<file path="config.mk">
export PLATFORM = sky130hd
export DESIGN_NAME = binary_to_seven_segment_decimal
export DESIGN_NICKNAME = d
export VERILOG_FILES = /design/src/b2s_pkg.sv /design/src/b2s_bcd.sv /design/src/b2s_seg.sv /design/src/binary_to_seven_segment_decimal.sv
export SDC_FILE = /design/constraint.sdc
export NUM_CORES = 1
export LEC_CHECK = 0
export BUFFER_PORTS_ARGS = -buffer_cell sky130_fd_sc_hd__buf_2
export CELL_PAD_IN_SITES_DETAIL_PLACEMENT = 1
export CELL_PAD_IN_SITES_GLOBAL_PLACEMENT = 2
export CORE_MARGIN = 8
export CORE_UTILIZATION = 30
export CTS_CLUSTER_SIZE = 30
export DETAILED_ROUTE_END_ITERATION = 6
export PLACE_DENSITY_LB_ADDON = 0.1
export SLEW_MARGIN = 10
export SYNTH_ARGS = -nofsm -noshare
export SYNTH_HDL_FRONTEND = slang
export SYNTH_SLANG_ARGS = --single-unit
</file>
<file path="constraint.sdc">
create_clock -name clk -period 14.63 [get_ports clk]
set_clock_uncertainty 0.1 [all_clocks]
set_input_delay 0.7315 -clock clk [delete_from_list [all_inputs] [get_ports clk]]
set_output_delay 0.7315 -clock clk [all_outputs]
set_load 0.01 [all_outputs]
</file>
<file path="src/b2s_pkg.sv">
package b2s_pkg;

  // Largest value the four-digit display can show
  localparam int unsigned MagWidth = 14;
  localparam logic [MagWidth-1:0] DisplayMax = 14'd9999;

  localparam int unsigned DigitCount = 4;
  localparam int unsigned BcdWidth   = 4 * DigitCount;
  localparam int unsigned SegWidth   = 7;

  typedef logic [BcdWidth-1:0] bcd_t;
  typedef logic [SegWidth-1:0] seg_t;
  typedef logic [MagWidth-1:0] mag_t;

  // Segment pattern for one decimal digit, bit 0 is segment a.
  // Codes above nine wrap back onto the decimal digits.
  function automatic seg_t seg_lookup(input logic [3:0] digit);
    seg_t pattern;
    case (digit)
      4'd0, 4'd10: pattern = 7'h3F;
      4'd1, 4'd11: pattern = 7'h06;
      4'd2, 4'd12: pattern = 7'h5B;
      4'd3, 4'd13: pattern = 7'h4F;
      4'd4, 4'd14: pattern = 7'h66;
      4'd5, 4'd15: pattern = 7'h6D;
      4'd6:        pattern = 7'h7D;
      4'd7:        pattern = 7'h07;
      4'd8:        pattern = 7'h7F;
      4'd9:        pattern = 7'h6F;
      default:     pattern = 7'h3F;
    endcase
    return pattern;
  endfunction

endpackage

</file>
<file path="src/b2s_bcd.sv">
module b2s_bcd (
  input  logic [15:0]       value,
  output b2s_pkg::bcd_t     bcd
);
  import b2s_pkg::*;

  mag_t                       mag;
  logic [BcdWidth+MagWidth-1:0] scratch;

  // Clamp: negatives and values past the display range show all nines
  always_comb begin
    if (value[15] || (value[14:0] > {1'b0, DisplayMax})) begin
      mag = DisplayMax;
    end else begin
      mag = value[MagWidth-1:0];
    end
  end

  // Shift-and-add-three array, one row per input bit
  always_comb begin
    scratch = {{BcdWidth{1'b0}}, mag};
    for (int step = 0; step < MagWidth; step++) begin
      for (int d = 0; d < DigitCount; d++) begin
        if (scratch[MagWidth + 4*d +: 4] >= 4'd5) begin
          scratch[MagWidth + 4*d +: 4] = scratch[MagWidth + 4*d +: 4] + 4'd3;
        end
      end
      scratch = {scratch[BcdWidth+MagWidth-2:0], 1'b0};
    end
    bcd = scratch[BcdWidth+MagWidth-1 -: BcdWidth];
  end

endmodule

</file>
<file path="src/b2s_seg.sv">
module b2s_seg (
  input  b2s_pkg::bcd_t bcd,
  output b2s_pkg::seg_t seg_thousands,
  output b2s_pkg::seg_t seg_hundreds,
  output b2s_pkg::seg_t seg_tens,
  output b2s_pkg::seg_t seg_ones
);
  import b2s_pkg::*;

  // Map each digit through the character table
  assign seg_thousands = seg_lookup(bcd[15:12]);
  assign seg_hundreds  = seg_lookup(bcd[11:8]);
  assign seg_tens      = seg_lookup(bcd[7:4]);
  assign seg_ones      = seg_lookup(bcd[3:0]);

endmodule

</file>
<file path="src/binary_to_seven_segment_decimal.sv">
// An accepted input word passes the input register, then the result register, to m_tdata.
// Throughput: one word per cycle; the input register and the result register
// advance together whenever the result register is empty or being taken.
// Reset (rst, synchronous, active high) clears both valid flags; the data
// registers in_value and m_tdata are not reset.
module binary_to_seven_segment_decimal (
  input  logic        clk,
  input  logic        rst,
  input  logic        s_tvalid,
  output logic        s_tready,
  input  logic [15:0] s_tdata,   // [15:0] value
  output logic        m_tvalid,
  input  logic        m_tready,
  output logic [47:0] m_tdata    // [15:0] bcd_word, [22:16] seg_thousands,
                                 // [29:23] seg_hundreds, [36:30] seg_tens,
                                 // [43:37] seg_ones, [47:44] zero
);
  import b2s_pkg::*;

  logic        in_valid;
  logic [15:0] in_value;
  logic        out_advance;
  logic        in_advance;

  bcd_t bcd;
  seg_t seg_thousands;
  seg_t seg_hundreds;
  seg_t seg_tens;
  seg_t seg_ones;

  // Move a stage when the one after it can take its word
  assign out_advance = !m_tvalid || m_tready;
  assign in_advance  = !in_valid || out_advance;
  assign s_tready    = in_advance;

  // Input register
  always_ff @(posedge clk) begin
    if (rst) begin
      in_valid <= 1'b0;
    end else if (in_advance) begin
      in_valid <= s_tvalid;
    end
  end

  always_ff @(posedge clk) begin
    if (in_advance && s_tvalid) begin
      in_value <= s_tdata;
    end
  end

  b2s_bcd u_bcd (
    .value (in_value),
    .bcd   (bcd)
  );

  b2s_seg u_seg (
    .bcd           (bcd),
    .seg_thousands (seg_thousands),
    .seg_hundreds  (seg_hundreds),
    .seg_tens      (seg_tens),
    .seg_ones      (seg_ones)
  );

  // Result register
  always_ff @(posedge clk) begin
    if (rst) begin
      m_tvalid <= 1'b0;
    end else if (out_advance) begin
      m_tvalid <= in_valid;
    end
  end

  always_ff @(posedge clk) begin
    if (out_advance && in_valid) begin
      m_tdata <= {4'b0, seg_ones, seg_tens, seg_hundreds, seg_thousands, bcd};
    end
  end

endmodule
</file>
==> Yosys cells after proc, flatten, opt, wreduce, memory -nomap -nowiden <==
Memory sizes are Yosys's and may differ from the RTL's. A register that Yosys moved wholly into a read port is not among the register bits.
Index checks and enable logic that the tools add are counted.
{ "op_classes": {"eq_ne": 0, "bitwise": 0, "n_mul": 0, "reduce_logical": 7, "addsub": 26, "n_mux": 27, "n_lt_le_gt_ge": 27, "div_mod_pow": 0, "n_shift": 0} }
{ "op_table": {"columns": ["operator", "n"], "rows": [
  ["$mux W4", 24],
  ["$ge A4 B3 Y1 const B", 22],
  ["$add A4 B2 Y4 const B", 21],
  ["$gt A15 B14 Y1 const B", 1],
  ["$mux W14", 1],
  ["$add A3 B2 Y4 const B", 3],
  ["$ge A3 B3 Y1 const B", 4],
  ["$add A3 B2 Y3 const B", 2],
  ["$mux W3", 2],
  ["$logic_or A1 B1 Y1", 3],
  ["$logic_and A1 B1 Y1", 2],
  ["$logic_not A1 Y1", 2]
]} }
{ "word_totals": {"input_bits": 20, "memories": 4, "regBits": 62, "latch_bits": 0, "elab_cells": 95, "ramBits": 0, "rom_bits": 448, "out_inout_bits": 50} }
{ "memory_table": {"columns": ["memory", "words", "word_bits", "rd", "rd_ports_with_merged_regs", "wr", "line", "rtl"], "rows": [
  ["(no name shown)", 16, 7, 1, 1, 0, "b2s_pkg.sv:19", "case (digit)"],
  ["(no name shown)", 16, 7, 1, 1, 0, "b2s_pkg.sv:19", null],
  ["(no name shown)", 16, 7, 1, 1, 0, "b2s_pkg.sv:19", null],
  ["(no name shown)", 16, 7, 1, 1, 0, "b2s_pkg.sv:19", null]
]} }

==> Logic depth before layout (Yosys ltp) <==
{ "logic_depth": {"word_depth": 25, "mapped_depth": 60, "ltp_nobuf": 57} }

==> Modules after synthesis <==
From an unflattened synthesis, not the netlist that was laid out.
{ "unflattened": {"cells_unflattened": 792, "hier_area_um2": 6764.0} }
{ "modules_own_cells": {"columns": ["mod", "seq_area_each_um2", "area_each_um2", "n_inst", "cells_each"], "rows": [
  ["b2s_bcd", 0.0, 3862.5, 1, 575],
  ["binary_to_seven_segment_decimal", 1841.8, 1939.4, 1, 75],
  ["b2s_seg", 0.0, 962.2, 1, 142]
]} }

==> Worst setup path after synthesis <==
No wires, ideal clock.
{ "synth_path": {"path_kind": "register -> register", "from": "register in_value[12]", "to": "register m_tdata[40] (data pin)", "period_less_slack_ns": 11.141, "arrival_ns": 10.785, "path_slack_ns": 3.489, "setup_time_ns": 0.256, "t_required_ns": 14.274, "path_stages_with_launch": 59, "path_buffers": 3, "path_cell_list": "edfxtp_1 -> buf_6 -> o21a_1 -> nor3_1 -> nand2b_1 -> inv_1 -> ha_1 -> and2b_1 -> o21ai_0 -> and4_1 -> buf_4 -> inv_1 -> ha_1 -> nand2b_1 -> o2111a_1 -> a311o_1 -> buf_2 -> or3_4 -> (+23 left out) -> ha_1 -> nand2b_1 -> and3_1 -> or3_1 -> and2_1 -> ha_1 -> or2b_1 -> a21bo_2 -> nand2_1 -> xnor2_1 -> ha_1 -> nor2b_1 -> o31ai_1 -> xnor2_1 -> ha_1 -> and2_1 -> o21ai_0 -> nand2_1"} }
{ "synth_via": {"elab_chain_len": 25, "elab_cells_between_ends": 36, "cone_classes": "add/sub: 11; order compare: 12; mux: 12; reduce/logical: 1"} }
{ "synth_rtl": {"columns": ["element", "line", "rtl"], "rows": [
  ["from (decl)", "binary_to_seven_segment_decimal.sv:21", "logic [15:0] in_value;"],
  ["from (signal assigned)", "binary_to_seven_segment_decimal.sv:47", "in_value <= s_tdata;"],
  ["$gt A15 B14 Y1", "b2s_bcd.sv:12", "if (value[15] || (value[14:0] > {1'b0, DisplayMax})) begin"],
  ["$logic_or A1 B1 Y1", "b2s_bcd.sv:12", null],
  ["$mux W14 *", "b2s_bcd.sv:12", null],
  ["$add A3 B2 Y4 or $ge A3 B3 Y1 (tied branches)", "b2s_bcd.sv:25, b2s_bcd.sv:24", null],
  ["$mux W4", "b2s_bcd.sv:24", "if (scratch[MagWidth + 4*d +: 4] >= 4'd5) begin"],
  ["$add A4 B2 Y4 or $ge A4 B3 Y1 (tied branches)", "b2s_bcd.sv:25, b2s_bcd.sv:24", null],
  ["$mux W4", "b2s_bcd.sv:24", null],
  ["$add A4 B2 Y4 or $ge A4 B3 Y1 (tied branches)", "b2s_bcd.sv:25, b2s_bcd.sv:24", null],
  ["(+9 left out)", null, null],
  ["$add A4 B2 Y4 or $ge A4 B3 Y1 (tied branches)", "b2s_bcd.sv:25, b2s_bcd.sv:24", null],
  ["$mux W4", "b2s_bcd.sv:24", null],
  ["$add A4 B2 Y4 or $ge A4 B3 Y1 (tied branches)", "b2s_bcd.sv:25, b2s_bcd.sv:24", null],
  ["$mux W4", "b2s_bcd.sv:24", null],
  ["$ge A4 B3 Y1 or $add A4 B2 Y4 (tied branches)", "b2s_bcd.sv:24, b2s_bcd.sv:25", null],
  ["$mux W4", "b2s_bcd.sv:24", null],
  ["$add A4 B2 Y4 or $ge A4 B3 Y1 (tied branches)", "b2s_bcd.sv:25, b2s_bcd.sv:24", null],
  ["$mux W4", "b2s_bcd.sv:24", null],
  ["to (decl)", "binary_to_seven_segment_decimal.sv:14", "output logic [47:0] m_tdata"]
]} }
Every way passes the cells marked *; elsewhere a longest branch is shown, timed or not.
A chain may end at the register's enable or synchronous reset.

==> Worst setup path after layout <==
{ "layout_path": {"from": "register in_value[11]", "to": "register m_tdata[42] (data pin)"} }
The elaborated chain is that of the path after synthesis.

==> flow_summary.json <==
{
  "hold_class": "register to register",
  "drc": 0,
  "initial_core_util": 0.302,
  "cts.sinks": 62,
  "wl_per_cell_um": 16.0,
  "grt_setup_unrepaired": "false",
  "postCtsHoldBufs": 0,
  "fmaxAchievable_ghz": 0.0767,
  "htreeDepth": 3,
  "cp.depth": 53,
  "grt_usage": 0.129,
  "cp-start-kind": "register",
  "cp.required_ns": 14.61,
  "synth_ff_type": "edfxtp_1",
  "crit_slowest_cell": "a311oi_2",
  "hold_viol_final": 0,
  "antenna_found_initial": 0,
  "startpoint": "in_value[11]",
  "layout-drive-gt1-share": 0.186,
  "post-route-period-util": 0.891,
  "worst_hold_slack_ns": 0.428,
  "arrival_ns": 13.02,
  "fillers": 2459,
  "antenna_left": 0,
  "syn_area_mm2": 0.00629,
  "tightest_slew_ns": 0.986,
  "initialDrtViolationCount": 175,
  "yosysMostFrequentCell": "edfxtp_1",
  "portBuffers": 65,
  "synth_common_cells": "60 x edfxtp_1, 52 x nand2_1, 51 x inv_1",
  "synth_area_leader_cell": "edfxtp_1",
  "finalSetupViolCount": 0,
  "finalWeightedCongestion": 0.794,
  "die_area_mm2": 0.0258,
  "drt_pass1_iterations": 4,
  "placed_area_mm2": 0.00683,
  "final_area_mm2": 0.00712,
  "cp_top_family": "compound AO/OA/AOI/OAI gates",
  "yosysWarnings": 0,
  "grt_pass1_vias": 5689,
  "num-nets-final": 810,
  "vias_per_cell": 5.20,
  "relSlewSlack": 0.342,
  "n_antenna_cell": 0,
  "synth_area_per_cell_um2": 9.12,
  "fin_crit_ns": 13.04,
  "seq_area_frac_synth": 0.293,
  "cp-end-kind": "register",
  "maxCapViolCount": 0,
  "ff2ff_setup_slack_ns": 1.59,
  "syn_to_final_growth_pct": 13.3,
  "worstSkewPairLatency_ns": 0.33,
  "max_stage_delay_ns": 0.85,
  "numCtsBuffers": 9,
  "core_area_mm2": 0.0208,
  "cts_tree": "yes",
  "clockBufferDepth": 2,
  "routed_wl_um": 16400,
  "outcome": "completed",
  "grt_pass1_wl_um": 28100,
  "synth.distinct_cells": 104,
  "ioPinCount": 70,
  "grt-ovfl-total": 0,
  "via_count": 5328,
  "drv_slew": 0,
  "cts_root_buf": "clkbuf_16",
  "reg2regPathDepth": 53,
  "ff_latch_area_mm2": 0.00184,
  "ctsResizeCount": 0,
  "crit_top_cell": "ha_1",
  "reg2reg_from": "in_value[11]",
  "post-cts-setup-buffers": 0,
  "path_buf_inv": 3,
  "async_flop_share": 0,
  "cp-endpoint": "m_tdata[42]",
  "synth_cells": 689,
  "post-dp-hpwl_um": 12900,
  "synth_edf_count": 60,
  "synth_seq_cells": 62,
  "dieHeight_um": 161,
  "yosysTopAreaCellShare": 0.287,
  "worstSetupPathType": "register to register",
  "grt_max_degree": 45,
  "multiInputGateArea_mm2": 0.00408,
  "die_x_um": 161,
  "clk_pin_slew_worst_paths_ns": 0.06,
  "rows": 53,
  "crit_fanout": 12,
  "synthTopCellsByArea": "edfxtp_1 29%, ha_1 9.0%, mux2i_1 4.8%",
  "r2r-end": "m_tdata[42]",
  "setup_tns_ns": 0
}
==> final cells by class <==
class | instances | share of cell area
inverter | 57 | 0.0304
multi-input combinational | 547 | 0.573
timing repair buffer | 68 | 0.0489
tap | 275 | 0.0483
clock buffer | 9 | 0.0316
sequential | 62 | 0.259
clock inverter | 6 | 0.00896
==> routing by layer <==
layer	global-route usage	routed length, µm	up-vias
met2	0.224	7960	50
met5	0	0	-
met4	0.0379	163	0
li1	-	-	2690
met1	0.158	7770	2578
met3	0.0256	507	10
==> worst reg2reg max path, delay by kind of cell, from the launching register on <==
kind | cells | cell delay, ns
buf+inv | 3 | 0.33
flops | 1 | 0.50
compound gates | 15 | 3.92
xor+xnor | 2 | 0.43
fa+ha+maj | 9 | 2.13
simple gates | 21 | 3.81
mux | 3 | 1.58
==> through the flow <==
step / utilization / setup slack [ns] / std cells
2_1_floorplan: - / 3.49 / 692
3_3_place_gp: 0.328 / 2.03 / 1009
3_5_place_dp: 0.328 / 1.59 / 1009
4_1_cts: 0.342 / 1.54 / 1024
5_1_grt: 0.342 / 0.276 / 1024
6_report: 0.342 / 1.59 / 1024
==> state kept, by name, summed over array words and instances, names as in the netlist <==
name,flops
m_tdata,44
in_value,16
in_valid,1
m_tvalid,1
==> placed cells by master, fill, tap and decap left out, drive strengths merged, types with 13 or more instances in the layout <==
cell,n
buf,68
edfxtp,60
inv,57
nand2,54
a21oi,49
ha,45
nor2,45
o21ai,36
mux2i,35
nor3,24
nand3,20
and2,20
and3,14
xnor2,13
==> cell families (layout without fill, tap and decap cells) <==
family / Yosys count / after routing / synth area share
AO/OA/AOI/OAI: 198 / 198 / 0.240
XOR/XNOR: 21 / 21 / 0.0360
adder cells (fa/ha/maj): 46 / 46 / 0.0914
buffers and inverters: 83 / 140 / 0.0615
flip-flops: 62 / 62 / 0.293
multiplexers: 44 / 44 / 0.0762
other: 1 / 4 / 0.000597
AND/OR/NAND/NOR: 234 / 234 / 0.201
==> how the worst min path moves through the flow <==
stage | start | end | slack (ns) | cells after the start
finish | in_valid | m_tvalid | 0.43 | 2
global route | in_valid | m_tvalid | 0.44 | 2
CTS | in_valid | m_tvalid | 0.43 | 2
detailed placement | in_valid | m_tvalid | 0.42 | 2
global placement | in_valid | m_tvalid | 0.40 | 2
floorplan | in_valid | m_tvalid | 0.38 | 2
Power is not shown: default switching activity piles up to over one toggle a cycle in this logic, so the estimate is an artifact.
